`src/rtl/rrc_pkg.sv`:
```
`timescale 1ns / 1ps
// ----------------------------------------------------------------------------
// rrc_pkg
// Shared constants, codes and controller/datapath types of the received
// range coalescer.
// ----------------------------------------------------------------------------
package rrc_pkg;

   localparam int MAX_RANGES = 16;
   localparam int IDX_W      = $clog2(MAX_RANGES);
   localparam int CNT_W      = $clog2(MAX_RANGES + 1);

   localparam int OFS_W  = 48;
   localparam int LEN_W  = 32;
   localparam int END_W  = 49;
   localparam int HELD_W = 5;
   localparam int STAT_W = 2;

   typedef enum logic {
      CMD_INSERT = 1'b0,
      CMD_REPORT = 1'b1
   } cmd_type;

   typedef enum logic [STAT_W-1:0] {
      ST_STORED = 2'd0,
      ST_FULL   = 2'd1,
      ST_REPORT = 2'd2
   } status_type;

   typedef enum logic [1:0] {
      WALK_SCAN,
      WALK_MOVE,
      WALK_REPORT
   } walk_type;

   typedef enum logic [3:0] {
      S_IDLE,
      S_DISPATCH,
      S_SCAN,
      S_DECIDE,
      S_MOVE,
      S_COMMIT,
      S_RESULT,
      S_RPT_RD,
      S_RPT_OUT
   } state_type;

   typedef struct packed {
      logic       load;
      logic       walk_scan;
      logic       walk_move;
      logic       walk_report;
      logic       walk_step;
      logic       commit;
      logic       set_status;
      status_type status;
      logic       rsp_load;
      logic       rsp_entry;
   } ctl_type;

   typedef struct packed {
      cmd_type cmd;
      logic    len_zero;
      logic    list_empty;
      logic    full_no_hit;
      logic    walk_busy;
      logic    walk_left_zero;
      logic    out_free;
   } stat_type;

endpackage

```
`src/rtl/rrc_chan_if.sv`:
```
`timescale 1ns / 1ps
// ----------------------------------------------------------------------------
// rrc_chan_if
// Valid/ready channels of the received range coalescer: the request
// channel and the response channel.
// ----------------------------------------------------------------------------
interface rrc_req_if import rrc_pkg::*; ();
   logic             valid;
   logic             ready;
   logic             cmd;
   logic [OFS_W-1:0] range_offset;
   logic [LEN_W-1:0] range_length;

   modport source (output valid, cmd, range_offset, range_length, input ready);
   modport sink (input valid, cmd, range_offset, range_length, output ready);
endinterface

interface rrc_rsp_if import rrc_pkg::*; ();
   logic              valid;
   logic              ready;
   logic [OFS_W-1:0]  range_start;
   logic [END_W-1:0]  range_end;
   logic              has_range;
   logic              last;
   logic [STAT_W-1:0] status;
   logic [HELD_W-1:0] entries_held;

   modport source (output valid, range_start, range_end, has_range, last, status,
                   entries_held, input ready);
   modport sink (input valid, range_start, range_end, has_range, last, status,
                 entries_held, output ready);
endinterface

```
`src/rtl/rrc_ctrl.sv`:
```
`timescale 1ns / 1ps
// ----------------------------------------------------------------------------
// rrc_ctrl
// Controller of the received range coalescer: sequences dispatch, scan,
// compaction, commit and response for an insert, and the table read-out for a report.
// ----------------------------------------------------------------------------
module rrc_ctrl import rrc_pkg::*; (
   input  logic     clock,
   input  logic     reset,
   input  logic     req_valid,
   output logic     req_ready,
   input  stat_type stat,
   output ctl_type  ctl
);

   state_type state_ff;
   state_type state_in;

   always_ff @(posedge clock) begin
      if (reset) begin
         state_ff <= S_IDLE;
      end else begin
         state_ff <= state_in;
      end
   end

   always_comb begin
      state_in  = state_ff;
      ctl       = '0;
      ctl.status = ST_STORED;
      req_ready = 1'b0;
      case (state_ff)
         S_IDLE: begin
            req_ready = 1'b1;
            if (req_valid) begin
               ctl.load = 1'b1;
               state_in = S_DISPATCH;
            end
         end
         S_DISPATCH: begin
            ctl.set_status = 1'b1;
            if (stat.cmd == CMD_REPORT) begin
               ctl.status = ST_REPORT;
               if (stat.list_empty) begin
                  state_in = S_RESULT;
               end else begin
                  ctl.walk_report = 1'b1;
                  state_in        = S_RPT_RD;
               end
            end else if (stat.len_zero) begin
               ctl.status = ST_STORED;
               state_in   = S_RESULT;
            end else begin
               ctl.walk_scan = 1'b1;
               state_in      = S_SCAN;
            end
         end
         S_SCAN: begin
            if (stat.walk_busy) begin
               ctl.walk_step = 1'b1;
            end else begin
               state_in = S_DECIDE;
            end
         end
         S_DECIDE: begin
            ctl.set_status = 1'b1;
            if (stat.full_no_hit) begin
               ctl.status = ST_FULL;
               state_in   = S_RESULT;
            end else begin
               ctl.status    = ST_STORED;
               ctl.walk_move = 1'b1;
               state_in      = S_MOVE;
            end
         end
         S_MOVE: begin
            if (stat.walk_busy) begin
               ctl.walk_step = 1'b1;
            end else begin
               state_in = S_COMMIT;
            end
         end
         S_COMMIT: begin
            ctl.commit = 1'b1;
            state_in   = S_RESULT;
         end
         S_RESULT: begin
            if (stat.out_free) begin
               ctl.rsp_load = 1'b1;
               state_in     = S_IDLE;
            end
         end
         S_RPT_RD: begin
            ctl.walk_step = 1'b1;
            state_in      = S_RPT_OUT;
         end
         S_RPT_OUT: begin
            if (stat.out_free) begin
               ctl.rsp_load  = 1'b1;
               ctl.rsp_entry = 1'b1;
               state_in      = stat.walk_left_zero ? S_IDLE : S_RPT_RD;
            end
         end
         default: begin
            state_in = S_IDLE;
         end
      endcase
   end

endmodule

```
`src/rtl/rrc_datapath.sv`:
```
`timescale 1ns / 1ps
// ----------------------------------------------------------------------------
// rrc_datapath
// Datapath of the received range coalescer: range table, table walker,
// overlap scan, merged range, entry count and response register.
// ----------------------------------------------------------------------------
module rrc_datapath import rrc_pkg::*; (
   input  logic             clock,
   input  logic             reset,
   input  ctl_type          ctl,
   output stat_type         stat,
   input  logic             req_cmd,
   input  logic [OFS_W-1:0] req_range_offset,
   input  logic [LEN_W-1:0] req_range_length,
   rrc_rsp_if.source        rsp
);

   logic [OFS_W-1:0] start_mem [MAX_RANGES];
   logic [END_W-1:0] end_mem [MAX_RANGES];

   cmd_type          cmd_ff;
   logic             len_zero_ff;
   logic [OFS_W-1:0] s_ff;
   logic [END_W-1:0] e_ff;

   logic [OFS_W-1:0] ms_ff;
   logic [END_W-1:0] me_ff;
   logic [CNT_W-1:0] below_ff;
   logic [CNT_W-1:0] hits_ff;
   logic [CNT_W-1:0] count_ff;
   logic [CNT_W-1:0] count_in;
   status_type       status_ff;

   walk_type         mode_ff;
   logic             up_ff;
   logic [IDX_W-1:0] idx_ff;
   logic [CNT_W-1:0] left_ff;
   logic             rd_vld_ff;
   logic [IDX_W-1:0] rd_addr_ff;
   logic [OFS_W-1:0] rd_start_ff;
   logic [END_W-1:0] rd_end_ff;

   logic             issue;
   logic             below;
   logic             above;
   logic             hit;
   logic             mv_we;
   logic             mem_we;
   logic [IDX_W-1:0] mem_waddr;
   logic [OFS_W-1:0] mem_wstart;
   logic [END_W-1:0] mem_wend;
   logic [CNT_W-1:0] move_left;

   logic              rsp_valid_ff;
   logic [OFS_W-1:0]  rsp_start_ff;
   logic [END_W-1:0]  rsp_end_ff;
   logic              rsp_has_ff;
   logic              rsp_last_ff;
   status_type        rsp_status_ff;
   logic [HELD_W-1:0] rsp_held_ff;
   logic              out_free;

   // request capture
   always_ff @(posedge clock) begin
      if (ctl.load) begin
         cmd_ff      <= cmd_type'(req_cmd);
         len_zero_ff <= (req_range_length == '0);
         s_ff        <= req_range_offset;
         e_ff        <= END_W'(req_range_offset) + END_W'(req_range_length);
      end
   end

   // overlap scan
   assign below = (rd_end_ff < END_W'(s_ff));
   assign above = (END_W'(rd_start_ff) > e_ff);
   assign hit   = !below && !above;

   always_ff @(posedge clock) begin
      if (ctl.walk_scan) begin
         ms_ff    <= s_ff;
         me_ff    <= e_ff;
         below_ff <= '0;
         hits_ff  <= '0;
      end else if (mode_ff == WALK_SCAN && rd_vld_ff) begin
         if (below) begin
            below_ff <= below_ff + CNT_W'(1);
         end
         if (hit) begin
            hits_ff <= hits_ff + CNT_W'(1);
            if (rd_start_ff < ms_ff) begin
               ms_ff <= rd_start_ff;
            end
            if (rd_end_ff > me_ff) begin
               me_ff <= rd_end_ff;
            end
         end
      end
   end

   always_ff @(posedge clock) begin
      if (ctl.set_status) begin
         status_ff <= ctl.status;
      end
   end

   // table walker
   assign issue     = ctl.walk_step && (left_ff != '0);
   assign move_left = count_ff - below_ff - hits_ff;

   always_ff @(posedge clock) begin
      if (reset) begin
         left_ff   <= '0;
         rd_vld_ff <= 1'b0;
         mode_ff   <= WALK_SCAN;
      end else begin
         rd_vld_ff <= issue;
         if (ctl.walk_scan) begin
            mode_ff <= WALK_SCAN;
            left_ff <= count_ff;
         end else if (ctl.walk_move) begin
            mode_ff <= WALK_MOVE;
            left_ff <= move_left;
         end else if (ctl.walk_report) begin
            mode_ff <= WALK_REPORT;
            left_ff <= count_ff;
         end else if (issue) begin
            left_ff <= left_ff - CNT_W'(1);
         end
      end
   end

   always_ff @(posedge clock) begin
      if (ctl.walk_scan || ctl.walk_report) begin
         idx_ff <= '0;
         up_ff  <= 1'b1;
      end else if (ctl.walk_move) begin
         if (hits_ff == '0) begin
            idx_ff <= IDX_W'(count_ff - CNT_W'(1));
            up_ff  <= 1'b0;
         end else begin
            idx_ff <= IDX_W'(below_ff + hits_ff);
            up_ff  <= 1'b1;
         end
      end else if (issue) begin
         idx_ff <= up_ff ? idx_ff + IDX_W'(1) : idx_ff - IDX_W'(1);
      end
   end

   // table write port
   assign mv_we  = (mode_ff == WALK_MOVE) && rd_vld_ff;
   assign mem_we = mv_we || ctl.commit;

   always_comb begin
      if (ctl.commit) begin
         mem_waddr  = IDX_W'(below_ff);
         mem_wstart = ms_ff;
         mem_wend   = me_ff;
      end else begin
         mem_waddr  = (hits_ff == '0) ? rd_addr_ff + IDX_W'(1)
                                      : rd_addr_ff - IDX_W'(hits_ff - CNT_W'(1));
         mem_wstart = rd_start_ff;
         mem_wend   = rd_end_ff;
      end
   end

   always_ff @(posedge clock) begin
      if (mem_we) begin
         start_mem[mem_waddr] <= mem_wstart;
         end_mem[mem_waddr]   <= mem_wend;
      end
      if (issue) begin
         rd_start_ff <= start_mem[idx_ff];
         rd_end_ff   <= end_mem[idx_ff];
         rd_addr_ff  <= idx_ff;
      end
   end

   // entry count
   always_comb begin
      count_in = count_ff;
      if (ctl.commit) begin
         count_in = count_ff + CNT_W'(1) - hits_ff;
      end else if (ctl.walk_report) begin
         count_in = '0;
      end
   end

   always_ff @(posedge clock) begin
      if (reset) begin
         count_ff <= '0;
      end else begin
         count_ff <= count_in;
      end
   end

   // response register
   assign out_free = !rsp_valid_ff || rsp.ready;

   always_ff @(posedge clock) begin
      if (reset) begin
         rsp_valid_ff <= 1'b0;
      end else begin
         rsp_valid_ff <= ctl.rsp_load || (rsp_valid_ff && !rsp.ready);
      end
   end

   always_ff @(posedge clock) begin
      if (ctl.rsp_load) begin
         rsp_start_ff  <= ctl.rsp_entry ? rd_start_ff : '0;
         rsp_end_ff    <= ctl.rsp_entry ? rd_end_ff : '0;
         rsp_has_ff    <= ctl.rsp_entry;
         rsp_last_ff   <= ctl.rsp_entry ? (left_ff == '0) : 1'b1;
         rsp_status_ff <= status_ff;
         rsp_held_ff   <= HELD_W'(count_ff);
      end
   end

   assign rsp.valid        = rsp_valid_ff;
   assign rsp.range_start  = rsp_start_ff;
   assign rsp.range_end    = rsp_end_ff;
   assign rsp.has_range    = rsp_has_ff;
   assign rsp.last         = rsp_last_ff;
   assign rsp.status       = rsp_status_ff;
   assign rsp.entries_held = rsp_held_ff;

   // status to controller
   assign stat.cmd            = cmd_ff;
   assign stat.len_zero       = len_zero_ff;
   assign stat.list_empty     = (count_ff == '0);
   assign stat.full_no_hit    = (hits_ff == '0) && (count_ff == CNT_W'(MAX_RANGES));
   assign stat.walk_busy      = (left_ff != '0) || rd_vld_ff;
   assign stat.walk_left_zero = (left_ff == '0);
   assign stat.out_free       = out_free;

   a_count_bound: assert property (@(posedge clock) disable iff (reset)
      count_ff <= CNT_W'(MAX_RANGES))
      else $error("entry count beyond table depth");

   a_load_free: assert property (@(posedge clock) disable iff (reset)
      ctl.rsp_load |-> (!rsp_valid_ff || rsp.ready))
      else $error("response loaded over a pending transaction");

   a_commit_room: assert property (@(posedge clock) disable iff (reset)
      ctl.commit |-> (hits_ff != '0) || (count_ff != CNT_W'(MAX_RANGES)))
      else $error("commit into a full table without merge");

   a_write_port: assert property (@(posedge clock) disable iff (reset)
      mv_we |-> !ctl.commit)
      else $error("table write port contention");

endmodule

```
`src/rtl/received_range_coalescer.sv`:
```
`timescale 1ns / 1ps
// ----------------------------------------------------------------------------
// received_range_coalescer
// Sorted list of disjoint received byte ranges with insert-and-merge and
// report-and-clear requests.
// ----------------------------------------------------------------------------
// One request transaction at a time. An insert on a table of stored ranges
// goes through these steps, from acceptance to the next acceptance:
// - dispatch;
// - one pass over the table to find the overlapping and touching ranges;
// - a decision step;
// - a second pass that shifts the ranges above the merged one;
// - commit, result and the return to idle.
// Both passes go through the single read port of the range table, one entry
// per cycle. An insert dropped on a full table skips the second pass and the
// commit, and a zero-length insert goes from dispatch straight to the result.
// A report reads each stored range in turn through the table read port and
// sends it as its own response, waiting for the output register each time.
// Either request waits longer while the previous response still sits in the
// output register. The next request is taken while the previous response
// waits in the output register. The table needs no clearing pass after reset.
module received_range_coalescer import rrc_pkg::*; (
   input  logic       clock,
   input  logic       reset,
   rrc_req_if.sink    req_if,
   rrc_rsp_if.source  rsp_if
);

   ctl_type  ctl;
   stat_type stat;
   logic     req_ready;

   assign req_if.ready = req_ready;

   rrc_ctrl u_ctrl (
      .clock     (clock),
      .reset     (reset),
      .req_valid (req_if.valid),
      .req_ready (req_ready),
      .stat      (stat),
      .ctl       (ctl)
   );

   rrc_datapath u_datapath (
      .clock            (clock),
      .reset            (reset),
      .ctl              (ctl),
      .stat             (stat),
      .req_cmd          (req_if.cmd),
      .req_range_offset (req_if.range_offset),
      .req_range_length (req_if.range_length),
      .rsp              (rsp_if)
   );

endmodule

```
`src/flat_wrapper.sv`:
```
// flat-port wrapper written by rule: the top's interface ports become plain ports
module received_range_coalescer_flat import rrc_pkg::*;
  (clock, reset, req_if_valid, req_if_cmd, req_if_range_offset, req_if_range_length, req_if_ready, rsp_if_valid, rsp_if_range_start, rsp_if_range_end, rsp_if_has_range, rsp_if_last, rsp_if_status, rsp_if_entries_held, rsp_if_ready);
  rrc_req_if req_if_i ();
  rrc_rsp_if rsp_if_i ();
  input  logic clock;
  input  logic reset;
  input wire logic [$bits(req_if_i.valid)-1:0] req_if_valid;
  input wire logic [$bits(req_if_i.cmd)-1:0] req_if_cmd;
  input wire logic [$bits(req_if_i.range_offset)-1:0] req_if_range_offset;
  input wire logic [$bits(req_if_i.range_length)-1:0] req_if_range_length;
  output wire logic [$bits(req_if_i.ready)-1:0] req_if_ready;
  output wire logic [$bits(rsp_if_i.valid)-1:0] rsp_if_valid;
  output wire logic [$bits(rsp_if_i.range_start)-1:0] rsp_if_range_start;
  output wire logic [$bits(rsp_if_i.range_end)-1:0] rsp_if_range_end;
  output wire logic [$bits(rsp_if_i.has_range)-1:0] rsp_if_has_range;
  output wire logic [$bits(rsp_if_i.last)-1:0] rsp_if_last;
  output wire logic [$bits(rsp_if_i.status)-1:0] rsp_if_status;
  output wire logic [$bits(rsp_if_i.entries_held)-1:0] rsp_if_entries_held;
  input wire logic [$bits(rsp_if_i.ready)-1:0] rsp_if_ready;
  assign req_if_i.valid = req_if_valid;
  assign req_if_i.cmd = req_if_cmd;
  assign req_if_i.range_offset = req_if_range_offset;
  assign req_if_i.range_length = req_if_range_length;
  assign req_if_ready = req_if_i.ready;
  assign rsp_if_valid = rsp_if_i.valid;
  assign rsp_if_range_start = rsp_if_i.range_start;
  assign rsp_if_range_end = rsp_if_i.range_end;
  assign rsp_if_has_range = rsp_if_i.has_range;
  assign rsp_if_last = rsp_if_i.last;
  assign rsp_if_status = rsp_if_i.status;
  assign rsp_if_entries_held = rsp_if_i.entries_held;
  assign rsp_if_i.ready = rsp_if_ready;
  received_range_coalescer u_core (.clock(clock), .reset(reset), .req_if(req_if_i), .rsp_if(rsp_if_i));
endmodule
```
`config.mk`:
```
export PLATFORM = sky130hd
export DESIGN_NAME = received_range_coalescer_flat
export DESIGN_NICKNAME = d
export VERILOG_FILES = /design/src/rtl/rrc_pkg.sv /design/src/rtl/rrc_chan_if.sv /design/src/rtl/rrc_ctrl.sv /design/src/rtl/rrc_datapath.sv /design/src/rtl/received_range_coalescer.sv /design/src/flat_wrapper.sv
export SDC_FILE = /design/constraint.sdc
export NUM_CORES = 2
export LEC_CHECK = 0
export ABC_AREA = 1
export BUFFER_PORTS_ARGS = -buffer_cell sky130_fd_sc_hd__buf_2
export CAP_MARGIN = 5
export CORE_MARGIN = 2
export CORE_UTILIZATION = 35
export DETAILED_ROUTE_END_ITERATION = 7
export GPL_ROUTABILITY_DRIVEN = 0
export SLEW_MARGIN = 20
export SYNTH_ARGS = -nofsm -noshare
export SYNTH_HDL_FRONTEND = slang
export SYNTH_SLANG_ARGS = --single-unit
```
`constraint.sdc`:
```
create_clock -name clock -period 7.8 [get_ports clock]
set_clock_uncertainty 0.1 [all_clocks]
set_input_delay 0.39 -clock clock [delete_from_list [all_inputs] [get_ports clock]]
set_output_delay 0.39 -clock clock [all_outputs]
set_load 0.05 [all_outputs]
```
==> run metrics <==
outcome complete, no violations; Synthesized Nets a little over 7000; Skew-Pair Late Insertion Delay around 0.88 ns; Slew Viols, Final 0; # nets final between 7000 and 8000; sequential element share of the synthesized area 0.682; ANT nets after route 0; final hold violations 0; switching pwr between 10 and 15 mW; antenna violations before repair 12; core area roughly 250000 um^2; Worst-path clk slew 0.06 ns; Static Leak between 30 and 40 nW; combinational power share 0.271; final worst-path cycle share 0.608; port bufs between 150 and 200; Setup TNS 0 ns; via/cell ratio 5.32; CP max FO between 40 and 50; FF+latch count, synth between 1500 and 2000; fmax around 0.21 GHz; Final setup viols 0; critical path data arrival time 5.09 ns; number of global-route vias before repair ~53000; die area 253000 um^2; ys async rst share 0; Worst Hold Slack approximately 0.079 ns; HPWL Detailed between 150000 and 200000 um; Synth Flop Type edfxtp_1; buffer count from post-CTS setup fixing 0; Initial Utilization 0.351; GRT Overall Usage 0.198; Layout Area Growth over Synthesis 13.3%; Detailed Routing Iterations Pass 1 8; DRC Markers 0; gr ovfl total 0; DR vias 56500; CP Capture Type register; first-pass GRT wire length approximately 370000 um; Setup crit start kind register; CTS tree done; Syn Std Cell Area 87200 um^2; Mapped Cells between 6000 and 7000; Synth cell types 60; Worst EP required ~8 ns; share of total power in the clock network 0.293; wire per inst 24.3 um; HP Class primary input to register; switch share 0.340; clock sinks 1990; post-route minimum period approximately 4.7 ns; Fill cells roughly 23000; iteration-0 DRC count of the detailed router between 7000 and 8000; RSZ-0062 raised after global routing false; IO Count ~190; Tightest Pin Transition 1.15 ns; Die Y about 500 um; Total Routed Length roughly 260000 um; deepest clock path buffer count 3; sequential share of power 0.436; CP Class register to register; max_cap viols 0; Post-synth EDFFs ~2000; Rel. slew slack 0.236; VDD IR max between 0.2 and 0.3 mV; Yosys warning count 0; Mean Syn Cell Area 12.7 um^2; Num CTS Buffers 190; clk root buf clkbuf_16; cell area power density 310 nW/um^2; Internal Dissipation 20.2 mW; Die W about 500 um; Rows around 180; post-CTS sizing 0; CTS H-tree lvls 4; pin count of the biggest net entering global routing between 200 and 250; Tot Pwr just over 30 mW; layout cells sized above 1 0.0956
## per-layer routing
layer  part of all wire  global-route usage
met5            0.00014                   0
met1               0.42               0.280
met3              0.091              0.0325
met2               0.45               0.310
met4              0.035              0.0674
## synthesized netlist by cell type (22+ instances only)
library cell	n	share of area
mux2i_1	388	0.045
inv_1	839	0.036
nor2_1	282	0.012
o211ai_1	394	0.034
clkbuf_1	173	0.0074
ha_1	253	0.036
nand3_1	190	0.011
nand4_1	25	0.0018
edfxtp_1	1957	0.67
nand2_1	664	0.029
xnor2_1	26	0.0026
buf_2	72	0.0041
a21oi_1	539	0.031
buf_6	50	0.0065
o21ai_0	721	0.041
buf_1	22	0.00095
xor2_1	34	0.0034
nor3_1	28	0.0016
dfxtp_1	33	0.0076
## logic make-up after synthesis
logic type                 share of synthesized area
and+or+nand+nor                               0.0596
muxes                                         0.0445
buffers and inverters                         0.0579
xor gates and xnor gates                     0.00603
adders and majority gates                     0.0384
AOI/OAI and AO/OA                              0.112
DFF                                            0.682
## final timing paths
check	startpoint	to	slack, ns	depth (start not counted)
worst min-delay path	req_if_range_length[19]	u_core.u_datapath.e_ff[19]$_DFFE_PP_	0.08	3
worst min register to register	u_core.u_datapath.status_ff[1]$_DFFE_PP_	u_core.u_datapath.rsp.status[1]$_DFFE_PP_	0.34	0
worst max register to register	u_core.u_ctrl.state_ff[1]$_SDFFE_PP0P_	u_core.u_datapath.end_mem[10][41]$_DFFE_PP_	3.06	9
worst max-delay path	u_core.u_ctrl.state_ff[1]$_SDFFE_PP0P_	u_core.u_datapath.end_mem[10][41]$_DFFE_PP_	3.06	9
## worst max-delay path, stage by stage, from the launching register on
cell and delay (ns):
dfxtp_1 0.46, nor2_1 0.16, nand2_4 0.47, clkinv_1 0.48, a21oi_1 0.26, nand2_1 0.11, o21ai_0 0.23, nand2_1 0.38
nor2_4 0.79, buf_4 0.81
## power by group through the flow
| stage | clock network, mW | registers (mW) | logic (mW) |
|---|---|---|---|
| final | 8.97 | 13.3 | 8.30 |
| after global routing | 9.49 | 13.4 | 9.04 |
| after CTS | 9.09 | 13.3 | 8.24 |
| after detailed placement | 0 | 13.5 | 8.16 |
| after global placement | 0 | 13.5 | 8.06 |
| after floorplan | 0 | 13.4 | 5.41 |
## layout make-up
class	instances	area, um^2	area share
Clock inverter	98	1020	0.0103
Multi-Input combinational cell	3675	22900	0.232
Clock buffer	242	4960	0.0502
Inverter	857	3240	0.0328
Timing Repair Buffer	416	3080	0.0311
Antenna cell	2	5.00	0.0000506
Sequential cell	1990	59400	0.602
Tap cell	3330	4170	0.0422
## through the flow
stage	utilization	cells	cell area, um^2	setup slack [ns]
2_1_floorplan	-	6859	87200	1.19
3_3_place_gp	0.371	10200	92200	2.90
6_report	0.398	10600	98800	3.06
5_1_grt	0.398	10600	98800	2.93
3_5_place_dp	0.372	10200	92200	3.10
4_1_cts	0.398	10600	98800	3.05
## state kept, by name, indices dropped and copies added, names as in the netlist, 5 cells and up
register / cells
u_core.u_datapath.ms_ff: 48
u_core.u_datapath.left_ff: 5
u_core.u_datapath.rd_end_ff: 49
u_core.u_datapath.me_ff: 49
u_core.u_datapath.rd_start_ff: 48
u_core.u_datapath.start_mem: 768
u_core.u_datapath.s_ff: 48
u_core.u_datapath.rsp.range_end: 49
u_core.u_datapath.count_ff: 5
u_core.u_datapath.rsp.entries_held: 5
u_core.u_datapath.e_ff: 49
u_core.u_datapath.end_mem: 784
u_core.u_datapath.rsp.range_start: 48
u_core.u_datapath.below_ff: 5
u_core.u_datapath.hits_ff: 5
## placed cells by master, fill, tap and decap left out, types with 6 or more instances in the layout
master,count
o21ai_0,698
buf_2,192
bufinv_16,11
xor2_1,34
xnor2_1,26
nor2_1,264
nand3_1,190
o21ai_1,32
nand4_1,25
nor2_2,6
dlygate4sd3_1,60
a21oi_1,539
dfxtp_1,29
a31oi_1,9
inv_2,12
edfxtp_1,1957
o211ai_1,394
o21bai_1,6
clkinv_1,38
nor4_1,15
a21o_1,12
clkinv_16,8
clkinvlp_4,6
nand2_2,8
clkbuf_1,51
nor2_4,20
o21ai_2,13
nor3_1,28
fa_1,9
inv_1,839
nand2_1,663
clkbuf_16,190
ha_1,253
buf_12,22
buf_4,141
clkinv_2,27
mux2i_1,388
## repair_timing
action,CTS,global route
endpoints found under the setup margin,0,0
endpoints found under the hold margin,82,0
hold buffers,60,0
Power figures use the tool's default switching activity.
